===== src/gha_pkg.sv =====
// ----------------------------------------------------------------------------
// Generational handle allocator package
// Sizes, operation codes, controller states and the scan result type shared
// by the allocator, its scanner and its checker.
// ----------------------------------------------------------------------------
`timescale 1ns / 1ps

package gha_pkg;

    localparam int SLOTS       = 64;
    localparam int HANDLE_BITS = 32;
    localparam int SLOT_W      = $clog2(SLOTS);
    localparam int LINK_W      = SLOT_W + 1;
    // Find-first is split in two levels: groups of GRP slots, then NGRP groups.
    localparam int GRP_W       = SLOT_W / 2;
    localparam int GRP         = 1 << GRP_W;
    localparam int NGRP        = SLOTS / GRP;
    // One memory word holds the free-list link above the handle.
    localparam int MEM_W       = LINK_W + HANDLE_BITS;
    // All-ones handle: never issued, reported on failure, starts an iteration.
    localparam logic [HANDLE_BITS-1:0] INVALID_H = '1;

    typedef enum logic [1:0] {
        OP_ALLOC  = 2'd0,
        OP_FREE   = 2'd1,
        OP_LOOKUP = 2'd2,
        OP_NEXT   = 2'd3
    } t_op;

    typedef enum logic [1:0] {
        ST_IDLE,
        ST_SCAN,
        ST_EXEC
    } t_state;

    typedef struct packed {
        logic              found;
        logic [SLOT_W-1:0] idx;
    } t_scan_res;

endpackage


===== src/gha_if.sv =====
// ----------------------------------------------------------------------------
// Generational handle allocator channels
// Request and response channels with valid/ready handshake.
// ----------------------------------------------------------------------------
`timescale 1ns / 1ps

interface gha_req_if;
    logic                            valid;
    logic                            ready;
    logic [1:0]                      op;
    logic [gha_pkg::HANDLE_BITS-1:0] handle;

    modport source (output valid, output op, output handle, input ready);
    modport sink   (input valid, input op, input handle, output ready);
endinterface

interface gha_rsp_if;
    logic                            valid;
    logic                            ready;
    logic                            status;
    logic [gha_pkg::HANDLE_BITS-1:0] result_handle;
    logic [gha_pkg::SLOT_W-1:0]      slot_index;

    modport source (output valid, output status, output result_handle,
                    output slot_index, input ready);
    modport sink   (input valid, input status, input result_handle,
                    input slot_index, output ready);
endinterface


===== src/gha_ram.sv =====
// ----------------------------------------------------------------------------
// Generic RAM
// One write port, one read port, registered read data.
// ----------------------------------------------------------------------------
`timescale 1ns / 1ps

module gha_ram #(
    parameter int WIDTH = 8,
    parameter int DEPTH = 16
) (
    input  logic                     i_clk,
    input  logic                     i_we,
    input  logic [$clog2(DEPTH)-1:0] i_waddr,
    input  logic [WIDTH-1:0]         i_wdata,
    input  logic                     i_re,
    input  logic [$clog2(DEPTH)-1:0] i_raddr,
    output logic [WIDTH-1:0]         o_rdata
);

    logic [WIDTH-1:0] r_mem [DEPTH];
    logic [WIDTH-1:0] r_rdata;

    always_ff @(posedge i_clk) begin
        if (i_we) begin
            r_mem[i_waddr] <= i_wdata;
        end
        if (i_re) begin
            r_rdata <= r_mem[i_raddr];
        end
    end

    assign o_rdata = r_rdata;

endmodule


===== src/gha_scan.sv =====
// ----------------------------------------------------------------------------
// Busy-slot scanner
// Two-level find-first of the lowest busy slot at or above a start index.
// ----------------------------------------------------------------------------
`timescale 1ns / 1ps

module gha_scan (
    input  logic                       i_clk,
    input  logic                       i_start,
    input  logic [gha_pkg::SLOTS-1:0]  i_busy,
    input  logic [gha_pkg::LINK_W-1:0] i_from,
    output gha_pkg::t_scan_res         o_res
);

    logic [gha_pkg::SLOTS-1:0]  elig;
    logic [gha_pkg::NGRP-1:0]   n_any;
    logic [gha_pkg::SLOT_W-1:0] n_first [gha_pkg::NGRP];
    logic [gha_pkg::NGRP-1:0]   r_any;
    logic [gha_pkg::SLOT_W-1:0] r_first [gha_pkg::NGRP];

    // First level: lowest eligible slot inside each group.
    always_comb begin
        for (int j = 0; j < gha_pkg::SLOTS; j++) begin
            elig[j] = i_busy[j] && (gha_pkg::LINK_W'(j) >= i_from);
        end
        for (int g = 0; g < gha_pkg::NGRP; g++) begin
            n_any[g]   = 1'b0;
            n_first[g] = '0;
            for (int e = gha_pkg::GRP - 1; e >= 0; e--) begin
                if (elig[g * gha_pkg::GRP + e]) begin
                    n_any[g]   = 1'b1;
                    n_first[g] = gha_pkg::SLOT_W'(g * gha_pkg::GRP + e);
                end
            end
        end
    end

    always_ff @(posedge i_clk) begin
        if (i_start) begin
            r_any   <= n_any;
            r_first <= n_first;
        end
    end

    // Second level: lowest group with a hit.
    always_comb begin
        o_res = '0;
        for (int g = gha_pkg::NGRP - 1; g >= 0; g--) begin
            if (r_any[g]) begin
                o_res.found = 1'b1;
                o_res.idx   = r_first[g];
            end
        end
    end

endmodule


===== src/generational_handle_allocator.sv =====
// ----------------------------------------------------------------------------
// Generational handle allocator
// Slot pool with generation-tagged handles and a last-in-first-out free list.
// ----------------------------------------------------------------------------
// Each request transaction carries an operation (allocate, free, lookup, next)
// and a handle, and yields exactly one response transaction. A slot's handle
// and free-list link live together in one slot memory with a registered read;
// busy bits and per-slot written bits are flip-flops, so an entry never
// written reads back its reset handle (its own index) and link (index plus
// one), and no clearing pass runs after reset. Allocate, free and lookup
// accept and issue the slot memory read, then check, write back and load the
// response register. Next adds the two-level find-first over the busy bits
// ahead of the memory read. A pending response does not block the next
// request; only the write-back cycle waits for the response register to
// free up.
// ----------------------------------------------------------------------------
`timescale 1ns / 1ps

module generational_handle_allocator (
    input  logic   i_clk,
    input  logic   i_rst_n,
    gha_req_if.sink   i_req,
    gha_rsp_if.source o_rsp
);

    // Controller state
    gha_pkg::t_state                r_state, n_state;
    gha_pkg::t_op                   r_op;
    logic [gha_pkg::HANDLE_BITS-1:0] r_h;
    logic [gha_pkg::SLOT_W-1:0]     r_idx, n_idx;
    logic                           r_fail, n_fail;
    logic [gha_pkg::LINK_W-1:0]     r_free_head, n_free_head;
    logic [gha_pkg::SLOTS-1:0]      r_busy, n_busy;
    logic [gha_pkg::SLOTS-1:0]      r_wr, n_wr;

    // Response register
    logic                           r_o_valid;
    logic                           r_o_status, n_o_status;
    logic [gha_pkg::HANDLE_BITS-1:0] r_o_handle, n_o_handle;
    logic [gha_pkg::SLOT_W-1:0]     r_o_idx, n_o_idx;

    // Request decode
    logic                           acc;
    gha_pkg::t_op                   in_op;
    logic [gha_pkg::SLOT_W-1:0]     in_idx;
    logic [gha_pkg::LINK_W-1:0]     scan_from;
    logic                           scan_start;
    gha_pkg::t_scan_res             scan_res;

    // Slot memory
    logic                           mem_re, mem_we;
    logic [gha_pkg::SLOT_W-1:0]     mem_raddr;
    logic [gha_pkg::MEM_W-1:0]      mem_wdata, mem_rdata;
    logic [gha_pkg::HANDLE_BITS-1:0] eff_hdl, next_gen, bump;
    logic [gha_pkg::LINK_W-1:0]     eff_link;
    logic                           hit, out_free, load_out;

    assign i_req.ready = (r_state == gha_pkg::ST_IDLE);
    assign acc         = i_req.valid && i_req.ready;
    assign in_op       = gha_pkg::t_op'(i_req.op);
    assign in_idx      = i_req.handle[gha_pkg::SLOT_W-1:0];
    // Start of iteration is the all-ones handle; otherwise begin past its slot.
    assign scan_from   = (i_req.handle == gha_pkg::INVALID_H) ? '0
                       : ({1'b0, in_idx} + gha_pkg::LINK_W'(1));
    assign scan_start  = acc && (in_op == gha_pkg::OP_NEXT);
    assign out_free    = !r_o_valid || o_rsp.ready;

    gha_scan u_scan (
        .i_clk   (i_clk),
        .i_start (scan_start),
        .i_busy  (r_busy),
        .i_from  (scan_from),
        .o_res   (scan_res)
    );

    gha_ram #(
        .WIDTH (gha_pkg::MEM_W),
        .DEPTH (gha_pkg::SLOTS)
    ) u_slot_mem (
        .i_clk   (i_clk),
        .i_we    (mem_we),
        .i_waddr (r_idx),
        .i_wdata (mem_wdata),
        .i_re    (mem_re),
        .i_raddr (mem_raddr),
        .o_rdata (mem_rdata)
    );

    // Unwritten entries read as their reset contents.
    assign eff_hdl  = r_wr[r_idx] ? mem_rdata[gha_pkg::HANDLE_BITS-1:0]
                    : gha_pkg::HANDLE_BITS'(r_idx);
    assign eff_link = r_wr[r_idx] ? mem_rdata[gha_pkg::MEM_W-1:gha_pkg::HANDLE_BITS]
                    : ({1'b0, r_idx} + gha_pkg::LINK_W'(1));
    assign hit      = r_busy[r_idx] && (eff_hdl == r_h);

    // Next generation: advance by the slot count, skip the invalid value.
    assign bump     = r_h + gha_pkg::HANDLE_BITS'(gha_pkg::SLOTS);
    assign next_gen = (bump == gha_pkg::INVALID_H)
                    ? (bump + gha_pkg::HANDLE_BITS'(gha_pkg::SLOTS))
                    : bump;
    assign mem_wdata = {r_free_head, next_gen};

    always_comb begin
        n_state     = r_state;
        n_idx       = r_idx;
        n_fail      = r_fail;
        n_free_head = r_free_head;
        n_busy      = r_busy;
        n_wr        = r_wr;
        n_o_status  = r_o_status;
        n_o_handle  = r_o_handle;
        n_o_idx     = r_o_idx;
        mem_re      = 1'b0;
        mem_raddr   = in_idx;
        mem_we      = 1'b0;
        load_out    = 1'b0;

        unique case (r_state)
            gha_pkg::ST_IDLE: begin
                if (acc) begin
                    n_state = gha_pkg::ST_EXEC;
                    unique case (in_op) inside
                        gha_pkg::OP_ALLOC: begin
                            // Head at the slot count means an empty free list.
                            n_fail    = r_free_head[gha_pkg::SLOT_W];
                            n_idx     = r_free_head[gha_pkg::SLOT_W-1:0];
                            mem_raddr = r_free_head[gha_pkg::SLOT_W-1:0];
                            mem_re    = !r_free_head[gha_pkg::SLOT_W];
                        end
                        gha_pkg::OP_FREE, gha_pkg::OP_LOOKUP: begin
                            n_fail = 1'b0;
                            n_idx  = in_idx;
                            mem_re = 1'b1;
                        end
                        gha_pkg::OP_NEXT: begin
                            n_state = gha_pkg::ST_SCAN;
                        end
                        default: begin
                            n_state = gha_pkg::ST_IDLE;
                        end
                    endcase
                end
            end
            gha_pkg::ST_SCAN: begin
                // Scanner result is ready; fetch the found slot's handle.
                n_fail    = !scan_res.found;
                n_idx     = scan_res.idx;
                mem_raddr = scan_res.idx;
                mem_re    = scan_res.found;
                n_state   = gha_pkg::ST_EXEC;
            end
            gha_pkg::ST_EXEC: begin
                // Hold here until the response register can take the result.
                if (out_free) begin
                    load_out   = 1'b1;
                    n_state    = gha_pkg::ST_IDLE;
                    n_o_status = 1'b1;
                    n_o_handle = gha_pkg::INVALID_H;
                    n_o_idx    = '0;
                    case (r_op)
                        gha_pkg::OP_ALLOC: begin
                            if (!r_fail) begin
                                n_o_status    = 1'b0;
                                n_o_handle    = eff_hdl;
                                n_o_idx       = r_idx;
                                n_free_head   = eff_link;
                                n_busy[r_idx] = 1'b1;
                            end
                        end
                        gha_pkg::OP_FREE: begin
                            if (hit) begin
                                n_o_status    = 1'b0;
                                n_o_handle    = r_h;
                                n_o_idx       = r_idx;
                                mem_we        = 1'b1;
                                n_wr[r_idx]   = 1'b1;
                                n_busy[r_idx] = 1'b0;
                                n_free_head   = {1'b0, r_idx};
                            end
                        end
                        gha_pkg::OP_LOOKUP: begin
                            if (hit) begin
                                n_o_status = 1'b0;
                                n_o_handle = r_h;
                                n_o_idx    = r_idx;
                            end
                        end
                        default: begin
                            if (!r_fail) begin
                                n_o_status = 1'b0;
                                n_o_handle = eff_hdl;
                                n_o_idx    = r_idx;
                            end
                        end
                    endcase
                end
            end
            default: begin
                n_state = gha_pkg::ST_IDLE;
            end
        endcase
    end

    // Control state
    always_ff @(posedge i_clk) begin
        if (!i_rst_n) begin
            r_state     <= gha_pkg::ST_IDLE;
            r_free_head <= '0;
            r_busy      <= '0;
            r_wr        <= '0;
            r_o_valid   <= 1'b0;
        end else begin
            r_state     <= n_state;
            r_free_head <= n_free_head;
            r_busy      <= n_busy;
            r_wr        <= n_wr;
            if (load_out) begin
                r_o_valid <= 1'b1;
            end else if (o_rsp.ready) begin
                r_o_valid <= 1'b0;
            end
        end
    end

    // Payload
    always_ff @(posedge i_clk) begin
        if (acc) begin
            r_op <= in_op;
            r_h  <= i_req.handle;
        end
        r_idx      <= n_idx;
        r_fail     <= n_fail;
        r_o_status <= n_o_status;
        r_o_handle <= n_o_handle;
        r_o_idx    <= n_o_idx;
    end

    assign o_rsp.valid         = r_o_valid;
    assign o_rsp.status        = r_o_status;
    assign o_rsp.result_handle = r_o_handle;
    assign o_rsp.slot_index    = r_o_idx;

endmodule


===== src/flat_wrapper.sv =====
// flat-port wrapper written by rule: the top's interface ports become plain ports
module generational_handle_allocator_flat 
  (i_clk, i_rst_n, i_req_valid, i_req_op, i_req_handle, i_req_ready, o_rsp_valid, o_rsp_status, o_rsp_result_handle, o_rsp_slot_index, o_rsp_ready);
  gha_req_if i_req_i ();
  gha_rsp_if o_rsp_i ();
  input  logic i_clk;
  input  logic i_rst_n;
  input wire logic [$bits(i_req_i.valid)-1:0] i_req_valid;
  input wire logic [$bits(i_req_i.op)-1:0] i_req_op;
  input wire logic [$bits(i_req_i.handle)-1:0] i_req_handle;
  output wire logic [$bits(i_req_i.ready)-1:0] i_req_ready;
  output wire logic [$bits(o_rsp_i.valid)-1:0] o_rsp_valid;
  output wire logic [$bits(o_rsp_i.status)-1:0] o_rsp_status;
  output wire logic [$bits(o_rsp_i.result_handle)-1:0] o_rsp_result_handle;
  output wire logic [$bits(o_rsp_i.slot_index)-1:0] o_rsp_slot_index;
  input wire logic [$bits(o_rsp_i.ready)-1:0] o_rsp_ready;
  assign i_req_i.valid = i_req_valid;
  assign i_req_i.op = i_req_op;
  assign i_req_i.handle = i_req_handle;
  assign i_req_ready = i_req_i.ready;
  assign o_rsp_valid = o_rsp_i.valid;
  assign o_rsp_status = o_rsp_i.status;
  assign o_rsp_result_handle = o_rsp_i.result_handle;
  assign o_rsp_slot_index = o_rsp_i.slot_index;
  assign o_rsp_i.ready = o_rsp_ready;
  generational_handle_allocator u_core (.i_clk(i_clk), .i_rst_n(i_rst_n), .i_req(i_req_i), .o_rsp(o_rsp_i));
endmodule

===== config.mk =====
export PLATFORM = sky130hd
export DESIGN_NAME = generational_handle_allocator_flat
export DESIGN_NICKNAME = d
export VERILOG_FILES = /design/src/gha_pkg.sv /design/src/gha_if.sv /design/src/gha_ram.sv /design/src/gha_scan.sv /design/src/generational_handle_allocator.sv /design/src/flat_wrapper.sv
export SDC_FILE = /design/constraint.sdc
export NUM_CORES = 2
export LEC_CHECK = 0
export BUFFER_PORTS_ARGS = -buffer_cell sky130_fd_sc_hd__clkbuf_2
export CELL_PAD_IN_SITES_DETAIL_PLACEMENT = 1
export CELL_PAD_IN_SITES_GLOBAL_PLACEMENT = 2
export CORE_ASPECT_RATIO = 1.75
export CORE_MARGIN = 2
export CORE_UTILIZATION = 40
export CTS_CLUSTER_DIAMETER = 60
export DETAILED_ROUTE_END_ITERATION = 8
export PLACE_DENSITY_LB_ADDON = 0.08
export SYNTH_ARGS = -nofsm -noshare
export SYNTH_HDL_FRONTEND = slang
export SYNTH_SLANG_ARGS = --single-unit

===== constraint.sdc =====
create_clock -name i_clk -period 32.9 [get_ports i_clk]
set_clock_uncertainty 0.2 [all_clocks]
set_input_delay 9.87 -clock i_clk [delete_from_list [all_inputs] [get_ports i_clk]]
set_output_delay 9.87 -clock i_clk [all_outputs]
set_load 0.02 [all_outputs]

==> reports/summary.txt <==
Outcome -> complete, but fails checks
Failing checks -> max-capacitance violations, max-slew violations
Max-cap violations -> 1
Hold-critical path depth -> 2
WP data required -> 33.40 ns
Std cell rows -> 260
Setup slack, reg-to-reg -> 24.62 ns
Synth Flop Type -> edfxtp_1
Netlist Area Pre-Place -> 114,900 um2
Max Root-Sink Buffers -> 4
Largest net degree at the start of global routing -> 147
Synth area leaders -> edfxtp_1 69%, nand2_1 8.7%, a311oi_1 4.2%
Root buffer cell -> clkbuf_16
Max-slew violations -> 2
Initial antenna violation count -> 22
Crit start category -> primary input
Sequential area share after synthesis -> 0.7159
Net Count, Synth -> 9,188
Commonest non-fill, non-tap cell in the layout -> nand2_1
IO Pins -> 79
Worst slew margin -> -0.04259
Nature of the critical path endpoint -> flip-flop
CP Class -> primary input to flip-flop
Syn-to-layout area delta -> 12.51%
Post-CTS Setup Bufs -> 0
Adder-cell share of the synthesized area -> 0.001089
PwrDens -> 60.70 nW/um2
Post-cts resize count -> 0
Vias in the first global route -> 81,743
Die footprint -> 291,700 um2
Post-route DRC -> 0
Clock Sinks -> 2,785
HP Class -> flip-flop to flip-flop
Leakage -> 43.14 nW
Antenna Violating Nets Remaining -> 0
CP Max Fanout -> 69
Max Clock Freq -> 64.38 MHz
Routed WL -> 438.9 mm
RSZ-0062 raised after global routing -> no
Placed cell count -> 12,608
Commonest non-fill, non-tap cells in the layout -> 2,661 x nand2_1, 2,647 x edfxtp_1, 682 x nand3_1
Worst setup margin -> 17.37 ns
IO Port Bufs -> 78
Avg Synthesized Cell Area -> 12.57 um2
Dpl hpwl -> 244.0 mm
Drt pass-1 iters -> 7
Routed length per instance -> 33.51 um
Post-Layout Cell Count -> 13,100
Vias -> 80,198
Starting Density -> 0.4013
Area leader, netlist -> edfxtp_1
Final hold vios -> 0
Post-synthesis mux area share -> 0.006197
Placed standard-cell area -> 120,500 um2
Initial DRC Count -> 7,969
Hold Buf Count CTS -> 0
Period utilisation layout -> 0.4721
Simple-gate share of the synthesized area -> 0.1638
Share of cells above drive strength 1 -> 0.09887
Fin nets -> 9,138
Compound-gate portion of the synthesized area -> 0.08387
DIE HEIGHT -> 713.0 um
Distinct cell type count after synthesis -> 83
H-tree levels -> 5
Routability Congestion -> 0.9139
Max VDD drop -> 42.45 uV
CTS Buf Count -> 279
Core ar. -> 286,300 um2
Total track usage -> 0.2939
Crit path DAT -> 16.04 ns
Crit path time final -> 15.53 ns
Worst-case reg-to-reg path depth -> 14
CTS tree -> done
Cells after synthesis -> 9,140
Async S/R FF share, synth -> 0
Main combinational cell family by area after synthesis -> simple AND/OR/NAND/NOR gates
Clock latency at the later pin of the worst-skew pair -> 0.88 ns
CTS clock-pin slew for the worst setup and hold paths -> 0.06 ns
Routed vias/inst -> 6.122
Post-synth top area share -> 0.6919
Post-synth EDFFs -> 2,647
Least-Margin Pin Slew -> 1.552 ns
Post-route cell area -> 129,300 um2
Sum Neg Setup Slack -> 0 ns
Total power -> 0.007846 W
Synthesized flop and latch total -> 2,785
Setup violators final -> 0
Synth warn -> 0
Die span in x -> 409.1 um
Worst slack, placed -> 16.53 ns
Xor/xnor cell area share of the yosys netlist -> 0.003583
Grt ovf -> 0
First-pass GRT wire length -> 617.4 mm
[stage by stage]
stage,hold WS [ns],utilization
after floorplan,0.2409,-
after global placement,0.2573,0.4208
after detailed placement,0.2709,0.4209
after CTS,0.2814,0.4515
after global routing,0.3114,0.4515
final,0.2780,0.4515
[critical path, stage by stage]
cell and delay, ns:
clkbuf_2 0.13, inv_1 0.05, ha_1 0.25, a21boi_0 0.21, a41oi_1 0.07, o22ai_1 0.32
a21o_4 0.39, buf_4 0.65, buf_4 0.65, buf_4 0.76, buf_4 0.65, nand2_1 0.12
and3_1 0.20, a311oi_1 0.27, a311oi_1 0.09, a211oi_1 0.95, or4_1 0.23
[Yosys cell counts, types with 11 or more instances]
library cell and number:
mux2i_1 49, nor3_1 100, nand2b_1 19, nor2b_1 82
nand2_1 2663, and2_1 12, and3_1 325, a21oi_1 71
edfxtp_1 2647, buf_2 16, buf_1 53, xnor2_1 32
a211oi_1 81, a21boi_1 60, xor2_1 15, or4_1 41
o22ai_1 13, a2bb2oi_1 34, clkbuf_1 633, a41oi_1 62
a311oi_1 548, a21boi_0 16, o211ai_1 11, nor4_1 80
o41ai_1 62, nand3_1 682, inv_1 40, o21ai_0 90
nand4_1 69, a31oi_1 92, or3_1 21, a22oi_1 12
nor2_1 121, dfxtp_1 138
[kinds of logic (layout without fill, tap and decap cells)]
family,Yosys count,after routing
simple gates,4257,4257
xor+xnor,47,47
buf+inv,756,911
compound gates,1223,1223
flops,2785,2785
mux,62,62
other cells,0,6
fa+ha+maj,10,10
[path summary, 6_finish.rpt]
path,startpoint,endpoint
min reg2reg,flip-flop,flip-flop
max,i_req_op[0],u_core.u_slot_mem.o_rdata[11]$_DFFE_PP_
min,flip-flop,flip-flop
max reg2reg,u_core.r_idx[2]$_DFFE_PP_,u_core.u_slot_mem.r_mem[51][33]$_DFFE_PP_
[state kept, by name, summed over array words and instances, names as in the netlist, 4 cells and up, named ones only]
register                    flops
u_core.r_wr                    64
u_core.r_idx                    6
u_core.u_slot_mem.r_mem      2496
u_core.r_h                     32
u_core.o_rsp.slot_index         6
u_core.u_slot_mem.o_rdata      39
u_core.r_free_head              7
u_core.u_scan.r_any             4
u_core.o_rsp.result_handle     32
u_core.u_scan.r_first          28
[layer usage]
| metal | GRT usage | part of all wire |
|---|---|---|
| met1 | 0.3723 | 0.40 |
| met2 | 0.5146 | 0.50 |
| met3 | 0.03283 | 0.053 |
| met4 | 0.1124 | 0.043 |
| met5 | 0 | 0.000062 |
[where the power goes]
part | internal (W) | switching, W | total (W) | leakage (nW)
Combinational | 0.000181 | 0.000550 | 0.000731 | 14.2
Sequential | 0.00390 | 0.0000309 | 0.00394 | 24.7
Clock | 0.00178 | 0.00140 | 0.00318 | 4.27
Total | 0.00586 | 0.00198 | 0.00785 | 43.1
[layout make-up]
type	instances	area, um2
clock inverters	136	1220
flip-flops and latches	2785	82260
well taps	3799	4753
clock buffers	350	7535
multi-input cells	5599	30530
diodes	6	15.01
repair buffers	382	2788
fillers	29206	157000
inverters	43	161.4
Power figures use the tool's default switching activity.
